`config.mk`:
```
export PLATFORM = sky130hd
export DESIGN_NAME = mesh_routing_table_engine_flat
export DESIGN_NICKNAME = d
export VERILOG_FILES = /design/src/hdl/mrte_pkg.sv /design/src/hdl/mrte_if.sv /design/src/hdl/mesh_routing_table_engine.sv /design/src/flat_wrapper.sv
export SDC_FILE = /design/constraint.sdc
export NUM_CORES = 1
export LEC_CHECK = 0
export BUFFER_PORTS_ARGS = -buffer_cell sky130_fd_sc_hd__buf_2
export CAP_MARGIN = 0
export CORE_ASPECT_RATIO = 0.75
export CORE_MARGIN = 2
export CORE_UTILIZATION = 60
export DETAILED_ROUTE_END_ITERATION = 16
export GPL_TIMING_DRIVEN = 0
export PLACE_DENSITY = 0.78
export SYNTH_ARGS = -nofsm -noshare
export SYNTH_HDL_FRONTEND = slang
export SYNTH_SLANG_ARGS = --single-unit
```
`constraint.sdc`:
```
create_clock -name i_clk -period 6.7 [get_ports i_clk]
set_clock_uncertainty 0.2 [all_clocks]
set_input_delay 1.34 -clock i_clk [delete_from_list [all_inputs] [get_ports i_clk]]
set_output_delay 1.34 -clock i_clk [all_outputs]
set_load 0.02 [all_outputs]
```
`src/hdl/mrte_pkg.sv`:
```
// types, constants and helpers shared by the mesh routing table engine
// no dependencies
package mrte_pkg;

    localparam int TABLE_DEPTH = 16;
    localparam int IDX_W       = $clog2(TABLE_DEPTH);
    localparam int CNT_W       = $clog2(TABLE_DEPTH + 1);
    localparam logic [7:0] ADV_LIMIT = 8'd16;

    localparam logic [7:0] CFG_OWN_ADDRESS      = 8'd0;
    localparam logic [7:0] CFG_SIGNAL_THRESHOLD = 8'd1;
    localparam logic [7:0] CFG_ROUTE_TIMEOUT    = 8'd2;
    localparam logic [7:0] CFG_HIGHEST_ADDRESS  = 8'd3;

    typedef enum logic [1:0] {
        KIND_AGE_TICK = 2'd0,
        KIND_BEACON   = 2'd1,
        KIND_ENTRY    = 2'd2,
        KIND_DUMP     = 2'd3
    } t_kind;

    typedef enum logic [3:0] {
        ST_DONE      = 4'd0,
        ST_WEAK      = 4'd1,
        ST_OWN       = 4'd2,
        ST_BAD_TABLE = 4'd3,
        ST_IGNORED   = 4'd4,
        ST_UPDATED   = 4'd5,
        ST_ADDED     = 4'd6,
        ST_UNCHANGED = 4'd7,
        ST_EMPTY     = 4'd8
    } t_status;

    typedef enum logic [3:0] {
        S_IDLE,
        S_AGE_RD,
        S_AGE_WB,
        S_AGE_FIN,
        S_HDR,
        S_ENT,
        S_SRCH_RD,
        S_SRCH_CMP,
        S_RESOLVE,
        S_DUMP_RD,
        S_DUMP_EMIT
    } t_state;

    typedef struct packed {
        logic [1:0]        kind;
        logic [7:0]        sender_addr;
        logic signed [7:0] rx_level;
        logic [7:0]        advertised_count;
        logic              table_ok;
        logic [7:0]        entry_destination;
        logic [7:0]        entry_next_hop;
        logic [7:0]        entry_hops;
    } t_in_item;

    typedef struct packed {
        logic [3:0]       status;
        logic [7:0]       route_destination;
        logic [7:0]       route_next_hop;
        logic [7:0]       route_hops;
        logic [7:0]       route_age;
        logic [CNT_W-1:0] used_entries;
        logic             last;
    } t_out_item;

    typedef struct packed {
        logic [7:0] index;
        logic [7:0] data;
    } t_cfg_item;

    function automatic logic [31:0] pack_route(logic [7:0] d, logic [7:0] n,
                                               logic [7:0] h, logic [7:0] a);
        return {a, h, n, d};
    endfunction

endpackage

```
`src/hdl/mrte_if.sv`:
```
// valid/ready channel interfaces of the mesh routing table engine
// depends on mrte_pkg
interface mrte_in_if;
    logic                valid;
    logic                ready;
    mrte_pkg::t_in_item  item;
    modport source (output valid, output item, input ready);
    modport sink   (input valid, input item, output ready);
endinterface

interface mrte_out_if;
    logic                valid;
    logic                ready;
    mrte_pkg::t_out_item item;
    modport source (output valid, output item, input ready);
    modport sink   (input valid, input item, output ready);
endinterface

interface mrte_cfg_if;
    logic                valid;
    logic                ready;
    mrte_pkg::t_cfg_item item;
    modport source (output valid, output item, input ready);
    modport sink   (input valid, input item, output ready);
endinterface

```
`src/hdl/mesh_routing_table_engine.sv`:
```
// mesh routing table engine top level: table memory and sequencer
// depends on mrte_pkg and mrte_if
//
// Keeps up to sixteen routes (destination, next hop, hops, age) in a small
// synchronous memory with a registered read port. One item is worked on at a
// time; the input is ready again only after the last result of the previous
// item has been loaded into the output register. Each table visit is a read
// followed by a compare or a write back: an age tick visits every stored
// route, a beacon header or advertised entry searches and then does one
// read-modify-write, and a dump visits each listed route (at most 16). The
// output register lets the next item be taken while the final result still
// waits. Configuration writes are always accepted and should come while idle.
module mesh_routing_table_engine (
    input  logic         i_clk,
    input  logic         i_rst_n,
    mrte_in_if.sink      i_in,
    mrte_out_if.source   o_out,
    mrte_cfg_if.sink     i_cfg
);

    localparam int D = mrte_pkg::TABLE_DEPTH;
    localparam int IW = mrte_pkg::IDX_W;
    localparam int CW = mrte_pkg::CNT_W;

    // configuration registers
    logic [7:0]        r_own;
    logic signed [7:0] r_thresh;
    logic [7:0]        r_timeout;
    logic [7:0]        r_highest;

    // route memory, packed {age, hops, next hop, destination}
    logic [31:0] r_mem [D];
    logic [31:0] r_rd_data;
    logic        mem_re;
    logic [IW-1:0] mem_raddr;
    logic        mem_we;
    logic [IW-1:0] mem_waddr;
    logic [31:0] mem_wdata;

    // sequencer and table state
    mrte_pkg::t_state    r_state, n_state;
    mrte_pkg::t_in_item  r_item, n_item;
    logic [CW-1:0]       r_total, n_total;
    logic                r_open, n_open;
    logic [7:0]          r_sender, n_sender;
    logic [7:0]          r_seen, n_seen;
    logic [IW-1:0]       r_idx, n_idx;
    logic [CW-1:0]       r_wr, n_wr;
    logic                r_found, n_found;
    logic                r_out_valid, n_out_valid;
    mrte_pkg::t_out_item r_out, n_out;

    logic slot_free;
    logic in_acc;
    logic at_end;
    logic [7:0] key;
    logic [7:0] age_inc;
    logic [8:0] hop_plus;
    logic filtered;
    mrte_pkg::t_status hdr_status;

    assign i_cfg.ready = 1'b1;
    assign i_in.ready  = (r_state == mrte_pkg::S_IDLE);
    assign in_acc      = i_in.valid && i_in.ready;
    assign o_out.valid = r_out_valid;
    assign o_out.item  = r_out;

    // output register can take a result this cycle
    assign slot_free = !r_out_valid || o_out.ready;

    // current visit is the last stored route
    assign at_end = ({1'b0, r_idx} == r_total - CW'(1));

    assign key = (r_item.kind == mrte_pkg::KIND_BEACON) ? r_item.sender_addr
                                                        : r_item.entry_destination;
    // saturating age increment
    assign age_inc  = (r_rd_data[31:24] == 8'hFF) ? 8'hFF : r_rd_data[31:24] + 8'd1;
    assign hop_plus = {1'b0, r_item.entry_hops} + 9'd1;

    // advertised entry screening
    assign filtered = (r_item.entry_destination == 8'd0 && r_item.entry_next_hop == 8'd0
                       && r_item.entry_hops == 8'd0)
                   || r_item.entry_destination == 8'd0
                   || r_item.entry_destination > r_highest
                   || r_item.entry_next_hop == 8'd0
                   || r_item.entry_next_hop > r_highest
                   || r_item.entry_destination == r_own;

    // beacon header screening, checked in priority order
    always_comb begin
        if (r_item.advertised_count > mrte_pkg::ADV_LIMIT) begin
            hdr_status = mrte_pkg::ST_BAD_TABLE;
        end else if (r_item.advertised_count != 8'd0 && !r_item.table_ok) begin
            hdr_status = mrte_pkg::ST_BAD_TABLE;
        end else if (r_item.rx_level < r_thresh) begin
            hdr_status = mrte_pkg::ST_WEAK;
        end else if (r_item.sender_addr == r_own) begin
            hdr_status = mrte_pkg::ST_OWN;
        end else begin
            hdr_status = mrte_pkg::ST_DONE;
        end
    end

    // configuration writes, indexes beyond the list are dropped
    always_ff @(posedge i_clk) begin
        if (!i_rst_n) begin
            r_own     <= 8'd1;
            r_thresh  <= -8'sd100;
            r_timeout <= 8'd5;
            r_highest <= 8'd254;
        end else if (i_cfg.valid) begin
            case (i_cfg.item.index)
                mrte_pkg::CFG_OWN_ADDRESS:      r_own     <= i_cfg.item.data;
                mrte_pkg::CFG_SIGNAL_THRESHOLD: r_thresh  <= i_cfg.item.data;
                mrte_pkg::CFG_ROUTE_TIMEOUT:    r_timeout <= i_cfg.item.data;
                mrte_pkg::CFG_HIGHEST_ADDRESS:  r_highest <= i_cfg.item.data;
                default: ;
            endcase
        end
    end

    // route memory: one write port, one registered read port
    always_ff @(posedge i_clk) begin
        if (mem_we) begin
            r_mem[mem_waddr] <= mem_wdata;
        end
        if (mem_re) begin
            r_rd_data <= r_mem[mem_raddr];
        end
    end

    always_ff @(posedge i_clk) begin
        if (!i_rst_n) begin
            r_state     <= mrte_pkg::S_IDLE;
            r_total     <= '0;
            r_open      <= 1'b0;
            r_sender    <= 8'd0;
            r_seen      <= 8'd0;
            r_idx       <= '0;
            r_wr        <= '0;
            r_found     <= 1'b0;
            r_out_valid <= 1'b0;
        end else begin
            r_state     <= n_state;
            r_total     <= n_total;
            r_open      <= n_open;
            r_sender    <= n_sender;
            r_seen      <= n_seen;
            r_idx       <= n_idx;
            r_wr        <= n_wr;
            r_found     <= n_found;
            r_out_valid <= n_out_valid;
        end
        r_item <= n_item;
        r_out  <= n_out;
    end

    // sequencer: next state, memory control and result forming
    always_comb begin
        n_state     = r_state;
        n_item      = r_item;
        n_total     = r_total;
        n_open      = r_open;
        n_sender    = r_sender;
        n_seen      = r_seen;
        n_idx       = r_idx;
        n_wr        = r_wr;
        n_found     = r_found;
        n_out       = r_out;
        n_out_valid = r_out_valid && !o_out.ready;
        mem_re      = 1'b0;
        mem_raddr   = r_idx;
        mem_we      = 1'b0;
        mem_waddr   = r_idx;
        mem_wdata   = 32'd0;

        case (r_state)
            mrte_pkg::S_IDLE: begin
                if (in_acc) begin
                    n_item = i_in.item;
                    n_idx  = '0;
                    n_wr   = '0;
                    case (i_in.item.kind)
                        mrte_pkg::KIND_AGE_TICK: begin
                            n_state = (r_total == '0) ? mrte_pkg::S_AGE_FIN
                                                      : mrte_pkg::S_AGE_RD;
                        end
                        mrte_pkg::KIND_BEACON: n_state = mrte_pkg::S_HDR;
                        mrte_pkg::KIND_ENTRY:  n_state = mrte_pkg::S_ENT;
                        default:               n_state = mrte_pkg::S_DUMP_RD;
                    endcase
                end
            end

            // age tick: compact the table in place, read index leads write index
            mrte_pkg::S_AGE_RD: begin
                mem_re  = 1'b1;
                n_state = mrte_pkg::S_AGE_WB;
            end
            mrte_pkg::S_AGE_WB: begin
                if (age_inc <= r_timeout) begin
                    mem_we    = 1'b1;
                    mem_waddr = r_wr[IW-1:0];
                    mem_wdata = {age_inc, r_rd_data[23:0]};
                    n_wr      = r_wr + CW'(1);
                end
                if (at_end) begin
                    n_state = mrte_pkg::S_AGE_FIN;
                end else begin
                    n_idx   = r_idx + IW'(1);
                    n_state = mrte_pkg::S_AGE_RD;
                end
            end
            mrte_pkg::S_AGE_FIN: begin
                if (slot_free) begin
                    n_total     = r_wr;
                    n_out       = '{status: mrte_pkg::ST_DONE, route_destination: 8'd0,
                                    route_next_hop: 8'd0, route_hops: 8'd0,
                                    route_age: 8'd0, used_entries: r_wr, last: 1'b1};
                    n_out_valid = 1'b1;
                    n_state     = mrte_pkg::S_IDLE;
                end
            end

            // beacon header: reject or look up the sender
            mrte_pkg::S_HDR: begin
                if (hdr_status != mrte_pkg::ST_DONE) begin
                    if (slot_free) begin
                        n_open      = 1'b0;
                        n_seen      = 8'd0;
                        n_out       = '{status: hdr_status,
                                        route_destination: r_item.sender_addr,
                                        route_next_hop: 8'd0, route_hops: 8'd0,
                                        route_age: 8'd0, used_entries: r_total, last: 1'b1};
                        n_out_valid = 1'b1;
                        n_state     = mrte_pkg::S_IDLE;
                    end
                end else if (r_total == '0) begin
                    n_found = 1'b0;
                    n_state = mrte_pkg::S_RESOLVE;
                end else begin
                    n_state = mrte_pkg::S_SRCH_RD;
                end
            end

            // advertised entry: count it against the open beacon, then screen
            mrte_pkg::S_ENT: begin
                if (!r_open) begin
                    if (slot_free) begin
                        n_out       = '{status: mrte_pkg::ST_IGNORED,
                                        route_destination: r_item.entry_destination,
                                        route_next_hop: r_item.entry_next_hop,
                                        route_hops: r_item.entry_hops,
                                        route_age: 8'd0, used_entries: r_total, last: 1'b1};
                        n_out_valid = 1'b1;
                        n_state     = mrte_pkg::S_IDLE;
                    end
                end else if (!filtered || slot_free) begin
                    n_seen = (r_seen != 8'd0) ? r_seen - 8'd1 : 8'd0;
                    n_open = (n_seen != 8'd0);
                    if (filtered) begin
                        n_out       = '{status: mrte_pkg::ST_IGNORED,
                                        route_destination: r_item.entry_destination,
                                        route_next_hop: r_item.entry_next_hop,
                                        route_hops: r_item.entry_hops,
                                        route_age: 8'd0, used_entries: r_total, last: 1'b1};
                        n_out_valid = 1'b1;
                        n_state     = mrte_pkg::S_IDLE;
                    end else if (r_total == '0) begin
                        n_found = 1'b0;
                        n_state = mrte_pkg::S_RESOLVE;
                    end else begin
                        n_state = mrte_pkg::S_SRCH_RD;
                    end
                end
            end

            // linear search for the destination, a read and then a compare per route
            mrte_pkg::S_SRCH_RD: begin
                mem_re  = 1'b1;
                n_state = mrte_pkg::S_SRCH_CMP;
            end
            mrte_pkg::S_SRCH_CMP: begin
                if (r_rd_data[7:0] == key) begin
                    n_found = 1'b1;
                    n_state = mrte_pkg::S_RESOLVE;
                end else if (at_end) begin
                    n_found = 1'b0;
                    n_state = mrte_pkg::S_RESOLVE;
                end else begin
                    n_idx   = r_idx + IW'(1);
                    n_state = mrte_pkg::S_SRCH_RD;
                end
            end

            // update or add the route where it applies and report it; r_rd_data holds the hit
            mrte_pkg::S_RESOLVE: begin
                if (slot_free) begin
                    n_out_valid = 1'b1;
                    n_state     = mrte_pkg::S_IDLE;
                    n_out.last  = 1'b1;
                    if (r_item.kind == mrte_pkg::KIND_BEACON) begin
                        mem_wdata = mrte_pkg::pack_route(r_item.sender_addr,
                                                         r_item.sender_addr, 8'd1, 8'd0);
                        n_sender  = r_item.sender_addr;
                        n_seen    = r_item.advertised_count;
                        n_open    = (r_item.advertised_count != 8'd0);
                        if (r_found) begin
                            mem_we       = 1'b1;
                            n_out.status = mrte_pkg::ST_UPDATED;
                            {n_out.route_age, n_out.route_hops, n_out.route_next_hop,
                             n_out.route_destination} = mem_wdata;
                        end else if (r_total < CW'(D)) begin
                            mem_we       = 1'b1;
                            mem_waddr    = r_total[IW-1:0];
                            n_total      = r_total + CW'(1);
                            n_out.status = mrte_pkg::ST_ADDED;
                            {n_out.route_age, n_out.route_hops, n_out.route_next_hop,
                             n_out.route_destination} = mem_wdata;
                        end else begin
                            n_out.status = mrte_pkg::ST_UNCHANGED;
                            {n_out.route_age, n_out.route_hops, n_out.route_next_hop,
                             n_out.route_destination} =
                                mrte_pkg::pack_route(r_item.sender_addr, 8'd0, 8'd0, 8'd0);
                        end
                    end else begin
                        if (r_found) begin
                            if (hop_plus < {1'b0, r_rd_data[23:16]}) begin
                                mem_we       = 1'b1;
                                mem_wdata    = mrte_pkg::pack_route(r_item.entry_destination,
                                                   r_sender, hop_plus[7:0], r_rd_data[31:24]);
                                n_out.status = mrte_pkg::ST_UPDATED;
                                {n_out.route_age, n_out.route_hops, n_out.route_next_hop,
                                 n_out.route_destination} = mem_wdata;
                            end else begin
                                n_out.status = mrte_pkg::ST_UNCHANGED;
                                {n_out.route_age, n_out.route_hops, n_out.route_next_hop,
                                 n_out.route_destination} = r_rd_data;
                            end
                        end else if (r_total < CW'(D) && r_item.entry_hops == 8'd1) begin
                            mem_we       = 1'b1;
                            mem_waddr    = r_total[IW-1:0];
                            mem_wdata    = mrte_pkg::pack_route(r_item.entry_destination,
                                                                r_sender, 8'd2, 8'd1);
                            n_total      = r_total + CW'(1);
                            n_out.status = mrte_pkg::ST_ADDED;
                            {n_out.route_age, n_out.route_hops, n_out.route_next_hop,
                             n_out.route_destination} = mem_wdata;
                        end else begin
                            n_out.status = mrte_pkg::ST_IGNORED;
                            {n_out.route_age, n_out.route_hops, n_out.route_next_hop,
                             n_out.route_destination} =
                                mrte_pkg::pack_route(r_item.entry_destination,
                                    r_item.entry_next_hop, r_item.entry_hops, 8'd0);
                        end
                    end
                    n_out.used_entries = n_total;
                end
            end

            // dump: one route per result, in table order, or a single empty result if none
            mrte_pkg::S_DUMP_RD: begin
                if (r_total == '0) begin
                    if (slot_free) begin
                        n_out       = '{status: mrte_pkg::ST_EMPTY, route_destination: 8'd0,
                                        route_next_hop: 8'd0, route_hops: 8'd0,
                                        route_age: 8'd0, used_entries: r_total, last: 1'b1};
                        n_out_valid = 1'b1;
                        n_state     = mrte_pkg::S_IDLE;
                    end
                end else begin
                    mem_re  = 1'b1;
                    n_state = mrte_pkg::S_DUMP_EMIT;
                end
            end
            mrte_pkg::S_DUMP_EMIT: begin
                if (slot_free) begin
                    n_out.status = mrte_pkg::ST_DONE;
                    {n_out.route_age, n_out.route_hops, n_out.route_next_hop,
                     n_out.route_destination} = r_rd_data;
                    n_out.used_entries = r_total;
                    n_out.last         = at_end;
                    n_out_valid        = 1'b1;
                    if (at_end) begin
                        n_state = mrte_pkg::S_IDLE;
                    end else begin
                        n_idx   = r_idx + IW'(1);
                        n_state = mrte_pkg::S_DUMP_RD;
                    end
                end
            end

            default: n_state = mrte_pkg::S_IDLE;
        endcase
    end

endmodule

```
`src/flat_wrapper.sv`:
```
// flat-port wrapper written by rule: the top's interface ports become plain ports
module mesh_routing_table_engine_flat 
  (i_clk, i_rst_n, i_in_valid, i_in_item, i_in_ready, o_out_valid, o_out_item, o_out_ready, i_cfg_valid, i_cfg_item, i_cfg_ready);
  mrte_in_if i_in_i ();
  mrte_out_if o_out_i ();
  mrte_cfg_if i_cfg_i ();
  input  logic i_clk;
  input  logic i_rst_n;
  input wire logic [$bits(i_in_i.valid)-1:0] i_in_valid;
  input wire logic [$bits(i_in_i.item)-1:0] i_in_item;
  output wire logic [$bits(i_in_i.ready)-1:0] i_in_ready;
  output wire logic [$bits(o_out_i.valid)-1:0] o_out_valid;
  output wire logic [$bits(o_out_i.item)-1:0] o_out_item;
  input wire logic [$bits(o_out_i.ready)-1:0] o_out_ready;
  input wire logic [$bits(i_cfg_i.valid)-1:0] i_cfg_valid;
  input wire logic [$bits(i_cfg_i.item)-1:0] i_cfg_item;
  output wire logic [$bits(i_cfg_i.ready)-1:0] i_cfg_ready;
  assign i_in_i.valid = i_in_valid;
  assign i_in_i.item = i_in_item;
  assign i_in_ready = i_in_i.ready;
  assign o_out_valid = o_out_i.valid;
  assign o_out_item = o_out_i.item;
  assign o_out_i.ready = o_out_ready;
  assign i_cfg_i.valid = i_cfg_valid;
  assign i_cfg_i.item = i_cfg_item;
  assign i_cfg_ready = i_cfg_i.ready;
  mesh_routing_table_engine u_core (.i_clk(i_clk), .i_rst_n(i_rst_n), .i_in(i_in_i), .o_out(o_out_i), .i_cfg(i_cfg_i));
endmodule
```
==> results_dict.tcl <==
set metrics [dict create \
    outcome "complete, no violations" \
    use_met2 0.527 \
    max_cap_viol_count 0 \
    path_class "reg -> reg" \
    core_um2 50000 \
    io_pins 117 \
    synthXorXnorAreaFrac 0.0121 \
    ant_nets 0 \
    wl_per_cell_um 30.6 \
    grtUsageMet3 0.0925 \
    synth.avg_cell_area_um2 16.1 \
    stdcell_count 2827 \
    grt_use_total 0.337 \
    netlist_instances 1882 \
    drtIter0Drc 2938 \
    synthSimpleGateAreaFrac 0.0620 \
    layout_min_cycle_time_ns 6.07 \
    synth_adder_area_share 0.0222 \
    viasPerCell 6.83 \
    routed_wl_um 86600 \
    irDropWorstVdd_mv 0.268 \
    powerDensity_nw_per_um2 319 \
    clk_pin_slew_worst_paths_ns 0.06 \
    cts_tree "yes" \
    min_period_over_period 0.906 \
    layout_common_cells "edfxtp_1 (637), mux4_2 (160), buf_2 (128), nand2_1 (124), nor2_1 (106)" \
    clkSinkCount 706 \
    holdBufCountCts 0 \
    placedCellCount 2703 \
    antenna_found_initial 2 \
    synth_compound_gate_area_share 0.0684 \
    hold_violations 0 \
    start_util 0.606 \
    max_freq_mhz 165 \
    cts_resized 0 \
    num_vias 19307 \
    cp.arrival_ns 6.20 \
    die_area_um2 52300 \
    cts_buffers 67 \
    final_common_cell "edfxtp_1" \
    drc 0 \
    synthArstFlopShare 0 \
    leakage_nw 11.4 \
    grt_pass1_wl_um 127000 \
    fp.dieW_um 264 \
    synth-main-ff-cell "edfxtp_1" \
    syn2layout_area_growth_pct 14.3 \
    seqPwrFrac 0.485 \
    grt_pass1_vias 19139 \
    p_int_mw 7.94 \
    ys_types 89 \
    nets 2241 \
    muxShareOfSynthArea 0.135 \
    hold_path.class "reg -> reg" \
    final.setup.worst_slack_ns 0.630 \
    hpwl_um 57600 \
    pwr-share-comb 0.175 \
    slew_viol_final 0 \
    worst_pin_slew_ns 1.40 \
    grt_max_degree 35 \
    cp-end-kind "flip-flop" \
    synth_top_cell_area_share 0.631 \
    cp.required_ns 6.83 \
    fp-row-count 71 \
    critical_path.max_fanout 8 \
    ys_ff_latch 706 \
    p_switching_mw 3.12 \
    numPortBuffers 115 \
    grt.busiest_layer "met2" \
    start_kind "flip-flop" \
    yosysSeqAreaShare 0.677 \
    setup_viol 0 \
    place_congestion 0.940 \
    yosys_warnings 0 \
    syn_nets 2007 \
    cts_buffer_depth 3 \
    synth_top_family_by_area "multiplexers" \
    utilization 0.693 \
    dp_worst_setup_slack_ns 0.808 \
    drive_gt1_frac 0.232 \
    clkPwrFrac 0.340 \
    p_sw_frac 0.282 \
    synth_top_area_cell "edfxtp_1" \
    gr-total-overflow 0 \
    cts_root_buf "clkbuf_16" \
    synth_area_leaders "edfxtp_1 (63%), mux4_2 (12%), dfxtp_1 (4.6%), ha_1 (2.2%), a21oi_1 (1.6%)" \
    synth_edf_count 637 \
    use_met1 0.461 \
    fill_cells 3153 \
    htree_levels 3 \
    dr.pass1.iters 6 \
    whs_ns 0.278 \
    p_total_mw 11.1 \
    slew_headroom 0.0603 \
    rsz0062_at_grt "no" \
    cts_setup_buffers 0 \
    insertion_delay_ns 0.62 \
    synth_area_um2 30300 \
    die_y_um 199 \
]
## worst paths after layout
check / from / to / slack [ns] / depth (start not counted)
worst max-delay path: u_core.r_rd_data[24] / u_core.r_mem[11][9] / 0.63 / 18
worst min-delay path: u_core.r_thresh[7] / u_core.r_thresh[7] / 0.28 / 2
worst max register to register: u_core.r_rd_data[24] / u_core.r_mem[11][9] / 0.63 / 18
worst min register to register: u_core.r_thresh[7] / u_core.r_thresh[7] / 0.28 / 2
## area by class of cell
cell class                      count  area (um2)  area share
Sequential cell                   706       20500       0.592
Multi-Input combinational cell   1013        9230       0.266
Clock buffer                       83        1790      0.0516
Timing Repair Buffer              165        1240      0.0357
Tap cell                          657         822      0.0237
Buffer                             96         460      0.0133
Clock inverter                     37         350      0.0101
Inverter                           67         251     0.00726
Antenna cell                        3        7.51    0.000217
## registers in the layout, indices dropped and copies added, names as in the netlist, 8 cells and up
| signal | cells |
|---|---|
| u_core.r_highest | 8 |
| u_core.r_timeout | 8 |
| u_core.r_rd_data | 32 |
| u_core.r_own | 8 |
| u_core.r_item | 51 |
| u_core.o_out.item | 42 |
| u_core.r_sender | 8 |
| u_core.r_mem | 512 |
| u_core.r_thresh | 8 |
| u_core.r_seen | 8 |
## Yosys cell counts (all sizes together), types with 9 or more instances
cell	number
o22ai	24
nand2	126
xor2	21
mux2i	44
nor2	116
o21ai	76
nand4	17
ha	53
mux4	160
nor3	27
o211ai	11
o221ai	9
clkbuf	71
buf	25
nand3	24
inv	67
edfxtp	637
a22oi	11
and2	9
nor4	14
nor2b	19
a21oi	96
dfxtp	69
xnor2	21
a221o	13
## logic make-up (layout without fill, tap and decap cells)
logic type | after synthesis | in the layout
multiplexers | 208 | 208
buffers and inverters | 163 | 448
AO/OA/AOI/OAI | 317 | 317
flip-flops | 706 | 706
adder cells (fa/ha/maj) | 54 | 54
XOR/XNOR | 42 | 42
AND/OR/NAND/NOR | 391 | 391
other | 1 | 4
## critical path: stages, from the launching register on
cell and delay, ns:
edfxtp_1 0.54, ha_1 0.32, and3_1 0.23, nand2_1 0.14
nor2_1 0.10, or2_2 0.31, ha_1 0.30, nor2b_1 0.13
o211ai_1 0.16, a21oi_1 0.09, o21ai_0 0.49, o221ai_1 0.47
a221o_1 0.50, nand2b_1 0.32, nor3_2 0.60, buf_4 0.34
buf_6 0.20, buf_8 0.16, buf_6 0.15
## metal layers
metal	vias up	wire [um]
met4	0	3240
met3	267	10400
met1	9666	32900
li1	7930	-
met5	-	0
met2	1444	40100
## stage by stage
stage                     instance area, um2  setup TNS (ns)
final                                  34700               0
after global routing                   34700               0
after detailed placement               32500               0
after global placement                 31700         -793.64
after floorplan                        30300               0
after CTS                              34600               0
## power groups by stage
stage          registers (mW)  logic, mW  clock network (mW)
5_1_grt                  5.38       2.05                3.95
6_report                 5.36       1.93                3.76
3_3_place_gp             5.46       1.75                   0
2_1_floorplan            5.44       1.15                   0
3_5_place_dp             5.44       1.87                   0
4_1_cts                  5.35       1.90                3.78
Note: power is estimated with default switching activity, not from simulation.
